[src/hw/rtl/bdq_pkg.sv]
// shared types, constants and helpers for the bounded deque with search
package bdq_pkg;

	localparam int CAPACITY  = 16;
	localparam int IDX_W     = $clog2(CAPACITY);
	localparam int CNT_W     = $clog2(CAPACITY + 1);
	localparam int VAL_W     = 32;
	localparam int KIND_W    = 3;
	localparam int STATUS_W  = 2;

	typedef enum logic [KIND_W-1:0] {
		K_PUSH_FRONT   = 3'd0,
		K_PUSH_BACK    = 3'd1,
		K_POP_FRONT    = 3'd2,
		K_POP_BACK     = 3'd3,
		K_REMOVE_FIRST = 3'd4,
		K_EXISTS       = 3'd5,
		K_CLEAR        = 3'd6
	} kind_t;

	typedef enum logic [STATUS_W-1:0] {
		ST_OK        = 2'd0,
		ST_EMPTY     = 2'd1,
		ST_NOT_FOUND = 2'd2,
		ST_FULL      = 2'd3
	} status_t;

	// commands from controller to datapath
	typedef struct packed {
		logic    op_load;
		logic    push_front;
		logic    push_back;
		logic    pop_front;
		logic    pop_back;
		logic    clear;
		logic    stream;
		logic    shift_wr;
		logic    seek;
		logic    remove_dec;
		logic    rd_front;
		logic    rd_back;
		logic    cap_front;
		logic    out_load;
		status_t status;
		logic    found;
	} bdq_cmd_t;

	// status from datapath to controller
	typedef struct packed {
		logic [KIND_W-1:0] kind;
		logic              full;
		logic              empty;
		logic              match;
		logic              stream_idle;
	} bdq_stat_t;

	// circular slot of logical offset off from base
	function automatic logic [IDX_W-1:0] slot_add(input logic [IDX_W-1:0] base,
			input logic [CNT_W-1:0] off);
		logic [CNT_W:0] sum;
		sum = (CNT_W+1)'(base) + (CNT_W+1)'(off);
		if (sum >= (CNT_W+1)'(CAPACITY)) begin
			sum = sum - (CNT_W+1)'(CAPACITY);
		end
		return sum[IDX_W-1:0];
	endfunction

endpackage

[src/hw/rtl/bdq_ram.sv]
// generic single-write, single-read ram with registered read data
module bdq_ram #(
	parameter int WIDTH = 32,
	parameter int DEPTH = 16
) (
	input  logic                     clk,
	input  logic                     we,
	input  logic [$clog2(DEPTH)-1:0] waddr,
	input  logic [WIDTH-1:0]         wdata,
	input  logic                     re,
	input  logic [$clog2(DEPTH)-1:0] raddr,
	output logic [WIDTH-1:0]         rdata
);

	logic [WIDTH-1:0] mem_q [DEPTH];

	// write port
	always_ff @(posedge clk) begin
		if (we) begin
			mem_q[waddr] <= wdata;
		end
	end

	// read port, data held until the next read
	always_ff @(posedge clk) begin
		if (re) begin
			rdata <= mem_q[raddr];
		end
	end

endmodule

[src/hw/rtl/bdq_dpath.sv]
// deque datapath: indices, count, entry ram, search compare and result register
module bdq_dpath (
	input  logic                                  clk,
	input  logic                                  arst_n,
	input  bdq_pkg::bdq_cmd_t                     cmd,
	output bdq_pkg::bdq_stat_t                    stat,
	input  logic [bdq_pkg::KIND_W-1:0]            in_kind,
	input  logic [bdq_pkg::VAL_W-1:0]             in_value,
	output logic [bdq_pkg::STATUS_W-1:0]          out_status,
	output logic                                  out_found,
	output logic [bdq_pkg::CNT_W-1:0]             out_count,
	output logic [bdq_pkg::VAL_W-1:0]             out_front,
	output logic [bdq_pkg::VAL_W-1:0]             out_back
);

	logic [bdq_pkg::KIND_W-1:0]  kind_q;
	logic [bdq_pkg::VAL_W-1:0]   value_q;
	logic [bdq_pkg::IDX_W-1:0]   fi_q;
	logic [bdq_pkg::CNT_W-1:0]   cnt_q;
	logic [bdq_pkg::CNT_W-1:0]   pos_q;
	logic [bdq_pkg::CNT_W-1:0]   rpos_q;
	logic                        rvalid_q;
	logic [bdq_pkg::VAL_W-1:0]   front_q;

	logic                        we;
	logic [bdq_pkg::IDX_W-1:0]   waddr;
	logic                        re;
	logic [bdq_pkg::IDX_W-1:0]   raddr;
	logic [bdq_pkg::VAL_W-1:0]   rdata;
	logic [bdq_pkg::VAL_W-1:0]   wdata;
	logic [bdq_pkg::IDX_W-1:0]   fi_dec;
	logic [bdq_pkg::IDX_W-1:0]   fi_inc;
	logic                        can_issue;

	assign fi_dec    = (fi_q == '0) ? bdq_pkg::IDX_W'(bdq_pkg::CAPACITY - 1) :
	                   fi_q - bdq_pkg::IDX_W'(1);
	assign fi_inc    = bdq_pkg::slot_add(fi_q, bdq_pkg::CNT_W'(1));
	assign can_issue = cmd.stream && (pos_q < cnt_q);

	// write port select
	always_comb begin
		we    = 1'b0;
		waddr = fi_q;
		wdata = value_q;
		if (cmd.push_front) begin
			we    = 1'b1;
			waddr = fi_dec;
		end else if (cmd.push_back) begin
			we    = 1'b1;
			waddr = bdq_pkg::slot_add(fi_q, cnt_q);
		end else if (cmd.shift_wr && rvalid_q) begin
			we    = 1'b1;
			waddr = bdq_pkg::slot_add(fi_q, rpos_q - bdq_pkg::CNT_W'(1));
			wdata = rdata;
		end
	end

	// read port select
	always_comb begin
		re    = 1'b0;
		raddr = fi_q;
		if (can_issue) begin
			re    = 1'b1;
			raddr = bdq_pkg::slot_add(fi_q, pos_q);
		end else if (cmd.rd_front) begin
			re    = 1'b1;
			raddr = fi_q;
		end else if (cmd.rd_back) begin
			re    = 1'b1;
			raddr = bdq_pkg::slot_add(fi_q, cnt_q - bdq_pkg::CNT_W'(1));
		end
	end

	bdq_ram #(
		.WIDTH (bdq_pkg::VAL_W),
		.DEPTH (bdq_pkg::CAPACITY)
	) u_ram (
		.clk   (clk),
		.we    (we),
		.waddr (waddr),
		.wdata (wdata),
		.re    (re),
		.raddr (raddr),
		.rdata (rdata)
	);

	// status to controller
	assign stat.kind        = kind_q;
	assign stat.full        = (cnt_q == bdq_pkg::CNT_W'(bdq_pkg::CAPACITY));
	assign stat.empty       = (cnt_q == '0);
	assign stat.match       = rvalid_q && (rdata == value_q);
	assign stat.stream_idle = !rvalid_q && (pos_q >= cnt_q);

	// control registers: indices, count, scan position
	always_ff @(posedge clk or negedge arst_n) begin
		if (!arst_n) begin
			kind_q   <= '0;
			fi_q     <= '0;
			cnt_q    <= '0;
			pos_q    <= '0;
			rpos_q   <= '0;
			rvalid_q <= 1'b0;
		end else begin
			if (cmd.op_load) begin
				kind_q   <= in_kind;
				pos_q    <= '0;
				rvalid_q <= 1'b0;
			end else if (cmd.seek) begin
				pos_q    <= rpos_q + bdq_pkg::CNT_W'(1);
				rvalid_q <= 1'b0;
			end else if (cmd.stream) begin
				rvalid_q <= can_issue;
				if (can_issue) begin
					rpos_q <= pos_q;
					pos_q  <= pos_q + bdq_pkg::CNT_W'(1);
				end
			end
			if (cmd.clear) begin
				fi_q  <= '0;
				cnt_q <= '0;
			end else if (cmd.push_front) begin
				fi_q  <= fi_dec;
				cnt_q <= cnt_q + bdq_pkg::CNT_W'(1);
			end else if (cmd.push_back) begin
				cnt_q <= cnt_q + bdq_pkg::CNT_W'(1);
			end else if (cmd.pop_front) begin
				fi_q  <= fi_inc;
				cnt_q <= cnt_q - bdq_pkg::CNT_W'(1);
			end else if (cmd.pop_back || cmd.remove_dec) begin
				cnt_q <= cnt_q - bdq_pkg::CNT_W'(1);
			end
		end
	end

	// payload registers: operand, front capture, result
	always_ff @(posedge clk) begin
		if (cmd.op_load) begin
			value_q <= in_value;
		end
		if (cmd.cap_front) begin
			front_q <= rdata;
		end
		if (cmd.out_load) begin
			out_status <= cmd.status;
			out_found  <= cmd.found;
			out_count  <= cnt_q;
			out_front  <= (cnt_q == '0) ? '0 : front_q;
			out_back   <= (cnt_q == '0) ? '0 : rdata;
		end
	end

endmodule

[src/hw/rtl/bdq_ctrl.sv]
// deque controller: operation sequencing and result handshake
module bdq_ctrl (
	input  logic               clk,
	input  logic               arst_n,
	input  logic               in_valid,
	output logic               in_ready,
	output logic               out_valid,
	input  logic               out_ready,
	input  bdq_pkg::bdq_stat_t stat,
	output bdq_pkg::bdq_cmd_t  cmd
);

	typedef enum logic [2:0] {
		S_IDLE,
		S_DECODE,
		S_SCAN,
		S_SHIFT,
		S_REF_FRONT,
		S_REF_BACK,
		S_FINISH
	} state_t;

	state_t           state_q;
	bdq_pkg::status_t status_q;
	logic             found_q;
	logic             out_free;

	assign in_ready = (state_q == S_IDLE);
	assign out_free = !out_valid || out_ready;

	// command decode per state
	always_comb begin
		cmd        = '0;
		cmd.status = status_q;
		cmd.found  = found_q;
		case (state_q)
			S_IDLE: begin
				cmd.op_load = in_valid;
			end
			S_DECODE: begin
				case (bdq_pkg::kind_t'(stat.kind))
					bdq_pkg::K_PUSH_FRONT: cmd.push_front = !stat.full;
					bdq_pkg::K_PUSH_BACK:  cmd.push_back  = !stat.full;
					bdq_pkg::K_POP_FRONT:  cmd.pop_front  = !stat.empty;
					bdq_pkg::K_POP_BACK:   cmd.pop_back   = !stat.empty;
					bdq_pkg::K_CLEAR:      cmd.clear      = 1'b1;
					default: ;
				endcase
			end
			S_SCAN: begin
				if (stat.match &&
						bdq_pkg::kind_t'(stat.kind) == bdq_pkg::K_REMOVE_FIRST) begin
					cmd.seek = 1'b1;
				end else begin
					cmd.stream = 1'b1;
				end
			end
			S_SHIFT: begin
				cmd.stream     = 1'b1;
				cmd.shift_wr   = 1'b1;
				cmd.remove_dec = stat.stream_idle;
			end
			S_REF_FRONT: begin
				cmd.rd_front = 1'b1;
			end
			S_REF_BACK: begin
				cmd.rd_back   = 1'b1;
				cmd.cap_front = 1'b1;
			end
			S_FINISH: begin
				cmd.out_load = out_free;
			end
			default: ;
		endcase
	end

	// state and registered outputs
	always_ff @(posedge clk or negedge arst_n) begin
		if (!arst_n) begin
			state_q   <= S_IDLE;
			status_q  <= bdq_pkg::ST_OK;
			found_q   <= 1'b0;
			out_valid <= 1'b0;
		end else begin
			// result valid: set when the result register loads, dropped on its transaction
			if (state_q == S_FINISH && out_free) begin
				out_valid <= 1'b1;
			end else if (out_ready) begin
				out_valid <= 1'b0;
			end
			case (state_q)
				S_IDLE: begin
					if (in_valid) begin
						state_q <= S_DECODE;
					end
				end
				S_DECODE: begin
					found_q <= 1'b0;
					case (bdq_pkg::kind_t'(stat.kind))
						bdq_pkg::K_PUSH_FRONT, bdq_pkg::K_PUSH_BACK: begin
							status_q <= stat.full ? bdq_pkg::ST_FULL : bdq_pkg::ST_OK;
							state_q  <= S_REF_FRONT;
						end
						bdq_pkg::K_POP_FRONT, bdq_pkg::K_POP_BACK: begin
							status_q <= stat.empty ? bdq_pkg::ST_EMPTY : bdq_pkg::ST_OK;
							state_q  <= S_REF_FRONT;
						end
						bdq_pkg::K_REMOVE_FIRST, bdq_pkg::K_EXISTS: begin
							status_q <= bdq_pkg::ST_OK;
							state_q  <= S_SCAN;
						end
						default: begin
							status_q <= bdq_pkg::ST_OK;
							state_q  <= S_REF_FRONT;
						end
					endcase
				end
				S_SCAN: begin
					if (stat.match) begin
						found_q <= 1'b1;
						if (bdq_pkg::kind_t'(stat.kind) == bdq_pkg::K_REMOVE_FIRST) begin
							state_q <= S_SHIFT;
						end else begin
							state_q <= S_REF_FRONT;
						end
					end else if (stat.stream_idle) begin
						status_q <= bdq_pkg::ST_NOT_FOUND;
						state_q  <= S_REF_FRONT;
					end
				end
				S_SHIFT: begin
					if (stat.stream_idle) begin
						state_q <= S_REF_FRONT;
					end
				end
				S_REF_FRONT: begin
					state_q <= S_REF_BACK;
				end
				S_REF_BACK: begin
					state_q <= S_FINISH;
				end
				S_FINISH: begin
					if (out_free) begin
						state_q <= S_IDLE;
					end
				end
				default: begin
					state_q <= S_IDLE;
				end
			endcase
		end
	end

endmodule

[src/hw/rtl/bounded_deque_with_search.sv]
// Bounded deque with search: push/pop at both ends, remove-first, exists, clear.
// Sequence: decode; for exists and remove-first a scan that stops at the first match or at
// the end; for remove-first a shift of the entries behind the match toward the front; then
// reads of the front and back entries and a load of the result register.
// Throughput: one transaction in flight; s_tready rises in the same cycle as m_tvalid,
// and a result not yet taken holds the following one back in its last state.
// Reset: arst_n clears count, front index and handshake state; entries are not cleared.
module bounded_deque_with_search (
	input  logic        clk,
	input  logic        arst_n,
	input  logic        s_tvalid,
	output logic        s_tready,
	input  logic [31:0] s_tdata,   // [31:0] value
	input  logic [2:0]  s_tuser,   // [2:0] kind
	output logic        m_tvalid,
	input  logic        m_tready,
	output logic [71:0] m_tdata    // [1:0] status, [2] found, [7:3] count,
	                               // [39:8] front_value, [71:40] back_value
);

	bdq_pkg::bdq_cmd_t             cmd;
	bdq_pkg::bdq_stat_t            stat;
	logic [bdq_pkg::STATUS_W-1:0]  out_status;
	logic                          out_found;
	logic [bdq_pkg::CNT_W-1:0]     out_count;
	logic [bdq_pkg::VAL_W-1:0]     out_front;
	logic [bdq_pkg::VAL_W-1:0]     out_back;

	// sequencing
	bdq_ctrl u_ctrl (
		.clk       (clk),
		.arst_n    (arst_n),
		.in_valid  (s_tvalid),
		.in_ready  (s_tready),
		.out_valid (m_tvalid),
		.out_ready (m_tready),
		.stat      (stat),
		.cmd       (cmd)
	);

	// storage and result
	bdq_dpath u_dpath (
		.clk        (clk),
		.arst_n     (arst_n),
		.cmd        (cmd),
		.stat       (stat),
		.in_kind    (s_tuser),
		.in_value   (s_tdata),
		.out_status (out_status),
		.out_found  (out_found),
		.out_count  (out_count),
		.out_front  (out_front),
		.out_back   (out_back)
	);

	// result packing
	assign m_tdata = {out_back, out_front, out_count, out_found, out_status};

endmodule

[config.mk]
export PLATFORM = sky130hd
export DESIGN_NAME = bounded_deque_with_search
export DESIGN_NICKNAME = d
export VERILOG_FILES = /design/src/hw/rtl/bdq_pkg.sv /design/src/hw/rtl/bdq_ram.sv /design/src/hw/rtl/bdq_dpath.sv /design/src/hw/rtl/bdq_ctrl.sv /design/src/hw/rtl/bounded_deque_with_search.sv
export SDC_FILE = /design/constraint.sdc
export NUM_CORES = 1
export LEC_CHECK = 0
export BUFFER_PORTS_ARGS = -buffer_cell sky130_fd_sc_hd__buf_2
export CAP_MARGIN = 15
export CORE_MARGIN = 3
export CORE_UTILIZATION = 60
export DETAILED_ROUTE_END_ITERATION = 16
export PLACE_DENSITY = 0.78
export SLEW_MARGIN = 0
export SYNTH_ARGS = -nofsm -noshare
export SYNTH_HDL_FRONTEND = slang
export SYNTH_SLANG_ARGS = --single-unit
export TNS_END_PERCENT = 30
[constraint.sdc]
create_clock -name clk -period 10.8 [get_ports clk]
set_input_delay 2.7 -clock clk [delete_from_list [all_inputs] [get_ports clk]]
set_output_delay 2.7 -clock clk [all_outputs]
set_load 0.05 [all_outputs]
==> results of run 1 <==
==> area by class of cell <==
cell class	instances	area [µm²]
repair buffers	142	798.3
clock inverters	32	267.8
fillers	3070	15220
flip-flops and latches	710	21170
multi-input cells	976	7617
diodes	1	2.502
clock buffers	92	1898
inverters	26	97.59
well taps	615	769.5
==> worst reg2reg max path: cells and delay by family (launching register included) <==
| family | cells | cell delay [ns] |
|---|---|---|
| buffers and inverters | 1 | 0.48 |
| DFF | 1 | 0.51 |
| AOI/OAI and AO/OA | 2 | 0.82 |
| xor gates and xnor gates | 1 | 0.37 |
| and+or+nand+nor | 6 | 2.67 |
==> metrics by stage <==
| stage | utilization | std cells | setup WS [ns] | power, mW |
|---|---|---|---|---|
| floorplan | - | 1810 | 4.527 | 6.487 |
| global placement | 0.6365 | 2469 | 6.013 | 7.375 |
| detailed placement | 0.6365 | 2469 | 5.967 | 7.465 |
| CTS | 0.6817 | 2593 | 5.946 | 9.786 |
| global route | 0.6817 | 2593 | 5.601 | 10.22 |
| finish | 0.6818 | 2594 | 5.750 | 9.780 |
==> cell usage in the layout (no fill, tap or decap), types with 3 or more instances in the layout <==
| master | netlist | routed |
|---|---|---|
| mux2_2 | 97 | 97 |
| mux2_1 | 71 | 71 |
| nor2_4 | 0 | 19 |
| inv_1 | 26 | 26 |
| bufinv_16 | 0 | 4 |
| clkinv_2 | 0 | 10 |
| nand2_1 | 171 | 171 |
| a21o_1 | 7 | 5 |
| or3_1 | 3 | 3 |
| dfrtp_1 | 30 | 30 |
| nor3_1 | 7 | 7 |
| buf_4 | 15 | 29 |
| nand4_1 | 37 | 37 |
| clkinv_1 | 0 | 14 |
| fa_1 | 4 | 4 |
| nor2b_1 | 70 | 69 |
| clkbuf_16 | 0 | 73 |
| edfxtp_1 | 680 | 680 |
| a31oi_1 | 5 | 5 |
| a21oi_1 | 18 | 18 |
| o22ai_1 | 4 | 4 |
| xnor2_1 | 39 | 39 |
| nor2_1 | 46 | 27 |
| nor4_1 | 3 | 3 |
| buf_2 | 17 | 112 |
| mux2i_1 | 132 | 132 |
| ha_1 | 25 | 25 |
| and3_1 | 4 | 4 |
| and2_1 | 5 | 4 |
| nand3_1 | 14 | 14 |
| o211ai_1 | 127 | 127 |
| clkbuf_1 | 58 | 19 |
| a211oi_1 | 3 | 3 |
| o21ai_0 | 21 | 21 |
| nand2b_1 | 10 | 10 |
| xor2_1 | 16 | 16 |
==> registers in the layout (all words and copies together) (netlist names), 4 cells and up <==
name                 cells
u_dpath.out_count        5
u_dpath.pos_q            5
u_dpath.fi_q             4
u_dpath.value_q         32
u_dpath.u_ram.rdata     32
u_dpath.front_q         32
u_dpath.rpos_q           5
u_dpath.out_front       32
u_dpath.out_back        32
u_dpath.u_ram.mem_q    512
u_dpath.cnt_q            5
==> cells by family (layout without fill, tap and decap cells) <==
group           Yosys count  in the layout
xor+xnor                 55             55
fa+ha+maj                29             29
other cells               0              1
flops                   710            710
buf+inv                 124            292
mux                     301            301
compound gates          206            206
simple gates            385            385
==> metal layers <==
metal	up-vias	track usage
met3	149	0.04674
met4	2	0.09900
li1	7150	-
met1	8123	0.3727
met2	856	0.4124
met5	-	0
==> worst paths after layout <==
path                                                   from                           endpoint  slack [ns]  cells after the start
max in group asynchronous                            arst_n      u_ctrl.state_q[2]$_DFFE_PN0P_        8.19                      1
min in group asynchronous                            arst_n      u_dpath.rpos_q[2]$_DFFE_PN0P_        2.15                      1
min reg2reg                      u_ctrl.found_q$_DFFE_PN0P_        u_dpath.out_found$_DFFE_PP_        0.45                      0
max                        u_dpath.u_ram.rdata[9]$_DFFE_PP_  u_dpath.u_ram.rdata[10]$_DFFE_PP_        5.75                     10
max reg2reg                u_dpath.u_ram.rdata[9]$_DFFE_PP_  u_dpath.u_ram.rdata[10]$_DFFE_PP_        5.75                     10
min                              u_ctrl.found_q$_DFFE_PN0P_        u_dpath.out_found$_DFFE_PP_        0.45                      0
==> power by group through the flow <==
stage | Sequential [mW] | Combinational [mW] | Clock (mW)
2_1_floorplan | 3.94 | 2.55 | 0
3_3_place_gp | 3.89 | 3.49 | 0
3_5_place_dp | 3.90 | 3.56 | 0
4_1_cts | 3.85 | 3.59 | 2.35
5_1_grt | 3.88 | 3.88 | 2.45
6_report | 3.86 | 3.60 | 2.32
==> impl_results.md, run 1 <==
* RSZ-0062 raised after global routing: no
* Top cell type by total area after synthesis: edfxtp_1
* Worst min path class: flip-flop to flip-flop
* Hold Violations, Final at 0
* Cts hold-fix bufs at 0
* Crit start category: flip-flop
* Drt total wl at 66630 µm
* Worst-Skew Late Latency at 0.60 ns
* Layout cells sized above 1 at 0.1830
* Htree depth at 3
* Vias in the first global route at 15990
* Largest net degree at the start of global routing at 152
* Cts repair resizes at 0
* First-pass GRT wire length at 98880 µm
* #FFs+latches synth at 710
* Pwr dens at 299.8 mW/mm²
* Port-buffer cells at 112
* Post-synth top flop: edfxtp_1
* Clock power share at 0.237
* Crit path DAT at 5.45 ns
* Clock buffer count from CTS at 70
* CP endpoint kind: flip-flop
* Hold WS at 0.4512 ns
* Adder-cell share of the synthesized area at 0.01347
* Status: completed
* Max-cap violations at 0
* Post-DP Area at 0.03045 mm²
* Setup bufs post-CTS at 0
* Core area at 0.04785 mm²
* Net count after synthesis at 1878
* Relative slew slack at 0.2754
* CTS tree: built
* Skew final at 0.01820 ns
* WL met3 at 6474 µm
* CP peak stage delay at 0.80 ns
* Wl on met1 at 26900 µm
* Maximum clock rate at 198.0 MHz
* Cell area after layout at 0.03262 mm²
* DR iter-0 viols at 1806
* Slowest-stage cell, CP: and2_1
* Avg Cell Area, Syn at 16.11 µm²
* Post-synthesis simple-gate area fraction at 0.06461
* Netlist Area Pre-Place at 0.02917 mm²
* Initial Util at 0.6096
* CP Class: flip-flop to flip-flop
* Switching power total at 3.572 mW
* Post-synthesis mux area share at 0.1107
* Antenna violations before repair at 3
* GPL Wtd Cong at 0.8290
* DRC Markers at 0
* Top cells by count, synth: 680 x edfxtp_1, 171 x nand2_1, 132 x mux2i_1
* Combinational fraction of design power at 0.368
* Count leader, synth: edfxtp_1
* Sw Ratio at 0.3653
* Max-slew violations at 0
* Critical-path cell list: xnor2_1 > nand4_1 > nor4_1 > nand4_2 > and2_1 > o21ai_1 > and2_1 > buf_4 > o211ai_1 > nand4_1
* Unique cell type count in the Yosys netlist at 64
* Setup TNS at 0 ns
* Die Y at 226.5 µm
* Actual slew at the worst max-slew pin at 1.087 ns
* Vias at 16280
* Met2 wire length at 31140 µm
* Synth top area share at 0.7001
* Post-DP HPWL at 36670 µm
* Peak VDD IR at 441.6 µV
* Final net count at 1994
* Post-synthesis cell count at 1810
* Overflow after GRT at 0
* Clock Tree Root: clkbuf_16
* CP delay by family, top: simple AND/OR/NAND/NOR gates
* Lkg Pwr at 11.37 nW
* DIE WIDTH at 226.5 µm
* Synth area leaders: edfxtp_1 70%, mux2i_1 4.5%, mux2_2 3.7%, o211ai_1 3.3%, mux2_1 2.7%
* Final Setup Violations at 0
* Register area share after synthesis at 0.7259
* Worst Path Required at 11.20 ns
* Via/cell ratio at 6.276
* Total track usage at 0.2624
* # clock sinks at 710
* Asr flop ratio synth at 0.04225
* DRT Pass-1 Iters at 5
* Post-synth EDFFs at 680
* Largest fanout on the critical path at 20
* CTS Buffer Depth at 3
* Final worst-path cycle share at 0.4676
* Pint at 6.208 mW
* Post-synthesis compound-gate area fraction at 0.04998
* Largest family of logic cells by synthesized area: multiplexers
* Row cnt at 80
* Tmin final at 5.050 ns
* Crit path buffers/inverters at 1
* Routed Antenna Nets at 0
* Reg power frac at 0.395
* Clock slew at reported path FFs at 0.06 ns
* Synth warn at 0
* Die Footprint at 0.05129 mm²
* IO Pins at 113
* Highest Signal Layer: met5
* Area grow syn2layout at 11.85%
* Drt wl/cell at 25.69 µm
* Post-synthesis xor/xnor area fraction at 0.01652
Power figures use the tool's default switching activity.
==> inputs of run 2 (changes only) <==
==> constraint.sdc (replaced) <==
create_clock -name clk -period 5.05 [get_ports clk]
set_input_delay 1.2625 -clock clk [delete_from_list [all_inputs] [get_ports clk]]
set_output_delay 1.2625 -clock clk [all_outputs]
set_load 0.05 [all_outputs]
==> impl_results.md, run 2 (synthesis gave the netlist of run 1 again) <==
* # clock sinks at 710
* Reg power frac at 0.387
* Peak VDD IR at 405.2 µV
* Hold Crit Endpoint: u_dpath.out_status[1]$_DFFE_PP_
* Crit start category: flip-flop
* Worst hold start: u_ctrl.status_q[1]$_DFFE_PN0P_
* Die Y at 226.5 µm
* DIE WIDTH at 226.5 µm
* Area grow syn2layout at 13.38%
* Clock slew at reported path FFs at 0.06 ns
* Port-buffer cells at 112
* Vias in the first global route at 16010
* Htree depth at 3
* Worst min path class: flip-flop to flip-flop
* Drt wl/cell at 25.51 µm
* ANT cells at 0
* Skew final at 0.03703 ns
* Routed Antenna Nets at 0
* Final net count at 2005
* Cts repair resizes at 0
* DRC Markers at 0
* Lkg Pwr at 11.56 nW
* Final worst-path cycle share at 0.8938
* Row cnt at 80
* Fillers at 2952
* Max-slew violations at 0
* Cts hold-fix bufs at 0
* Flop2flop setup slack at 0.54 ns
* Via/cell ratio at 6.171
* CP endpoint kind: flip-flop
* Vias at 16080
* Reg-to-Reg Start: u_dpath.cnt_q[1]$_DFFE_PN0P_
* Total track usage at 0.2632
* IO Pins at 113
* Clock buffer count from CTS at 71
* RSZ-0062 raised after global routing: no
* Commonest non-fill, non-tap cells in the layout: 680 x edfxtp_1, 171 x nand2_1, 132 x mux2i_1, 127 x o211ai_1, 112 x buf_2
* Setup TNS at 0 ns
* Relative slew slack at 0.3419
* Overflow after GRT at 0
* Pwr dens at 648.2 mW/mm²
* First-pass GRT wire length at 98150 µm
* CP Class: flip-flop to flip-flop
* Switching power total at 7.698 mW
* Worst Path Required at 5.35 ns
* Worst r2r dst: u_dpath.u_ram.rdata[15]$_DFFE_PP_
* Post-DP HPWL at 36980 µm
* Tmin final at 4.514 ns
* Hold depth at 0
* Die Footprint at 0.05129 mm²
* Actual slew at the worst max-slew pin at 0.9851 ns
* Sw Ratio at 0.3591
* Core area at 0.04785 mm²
* Hold Violations, Final at 0
* Commonest non-fill, non-tap cell in the layout: edfxtp_1
* Largest Register: u_dpath.u_ram.mem_q
* Reg2reg path depth at 12
* Maximum clock rate at 221.6 MHz
* Final Setup Violations at 0
* Max-cap violations at 0
* Largest fanout on the critical path at 45
* Drt total wl at 66490 µm
* Initial Util at 0.6096
* Largest net degree at the start of global routing at 130
* DRT Pass-1 Iters at 5
* GPL Wtd Cong at 0.8376
* Clock power share at 0.247
* Layout cells sized above 1 at 0.1894
* CTS tree: built
* Status: completed
* Combinational fraction of design power at 0.366
* DR iter-0 viols at 1609
* Power Total at 21.43 mW
* Crit path DAT at 4.81 ns
* Clock Tree Root: clkbuf_16
* Antenna violations before repair at 2
* Worst-Skew Late Latency at 0.62 ns
* Pint at 13.74 mW
* Max reg flops at 512
* Setup bufs post-CTS at 0
* CTS Buffer Depth at 3
run 2: changes by cell type in the layout (fill, tap and decap cells not counted):
cell | before | now
bufinv_16 | 4 | 8
clkbuf_1 | 19 | 15
clkinv_8 | 0 | 2
inv_16 | 1 | 0
clkbuf_16 | 73 | 76
buf_4 | 29 | 25
diode_2 | 1 | 0
clkinv_2 | 10 | 7
clkbuf_8 | 0 | 1
clkinv_1 | 14 | 16
inv_6 | 2 | 1
buf_16 | 0 | 1
buf_12 | 1 | 14
run 2: critical path, cell delays in order (launching register included):
cell and delay [ns]:
dfrtp_1 0.47, inv_1 0.15, ha_1 0.31, nor2b_1 0.13
o21ai_0 0.21, nand2_1 0.08, a31oi_1 0.44, and2_1 0.53
a21o_4 0.70, buf_12 0.33, mux2_1 0.35, o211ai_1 0.18
nand4_1 0.24
run 2: power by group through the flow:
stage | clock [mW] | sequential (mW) | combinational [mW]
floorplan | 0 | 8.42 | 5.46
global placement | 0 | 8.36 | 7.54
detailed placement | 0 | 8.39 | 7.73
CTS | 5.37 | 8.27 | 7.82
global route | 5.62 | 8.35 | 8.44
finish | 5.30 | 8.30 | 7.84
run 2: layer usage:
layer / routed length [µm] / part of all wire / vias to the layer above / global-route usage
li1: - / - / 7172 / -
met1: 26410 / 0.40 / 8011 / 0.3494
met2: 31380 / 0.47 / 753 / 0.4177
met3: 6266 / 0.094 / 143 / 0.06784
met4: 2421 / 0.036 / 2 / 0.1137
met5: 13 / 0.00020 / - / 0
run 2: area by class of cell:
| type | count | area, µm² | share of cell area |
|---|---|---|---|
| inverters | 26 | 97.59 | 0.002951 |
| clock inverters | 35 | 384.1 | 0.01162 |
| clock buffers | 92 | 1972 | 0.05963 |
| multi-input cells | 976 | 7617 | 0.2304 |
| flip-flops and latches | 710 | 21170 | 0.6402 |
| well taps | 615 | 769.5 | 0.02327 |
| repair buffers | 152 | 1056 | 0.03194 |
run 2: worst max path at each step:
stage,start,to,slack (ns),cells after the start
2_1_floorplan,m_tready,u_dpath.out_back[0]$_SDFFCE_PP0P_,0.21,2
3_3_place_gp,u_dpath.cnt_q[1]$_DFFE_PN0P_,u_dpath.u_ram.rdata[15]$_DFFE_PP_,0.62,12
3_5_place_dp,u_dpath.cnt_q[1]$_DFFE_PN0P_,u_dpath.u_ram.rdata[15]$_DFFE_PP_,0.53,12
4_1_cts,u_dpath.cnt_q[1]$_DFFE_PN0P_,u_dpath.u_ram.rdata[15]$_DFFE_PP_,0.54,12
5_1_grt,u_dpath.cnt_q[1]$_DFFE_PN0P_,u_dpath.u_ram.rdata[15]$_DFFE_PP_,0.21,12
6_report,u_dpath.cnt_q[1]$_DFFE_PN0P_,u_dpath.u_ram.rdata[15]$_DFFE_PP_,0.54,12
run 2: per-stage QoR:
stage	cells	area, µm²	worst slack [ns]	hold slack, ns	utilization
after floorplan	1810	29170	0.2146	0.4194	-
after global placement	2478	30680	0.6160	0.4341	0.6413
after detailed placement	2479	30710	0.5297	0.4417	0.6419
after CTS	2606	33070	0.5431	0.4543	0.6911
after global routing	2606	33070	0.2141	0.4795	0.6911
final	2606	33070	0.5364	0.4563	0.6911
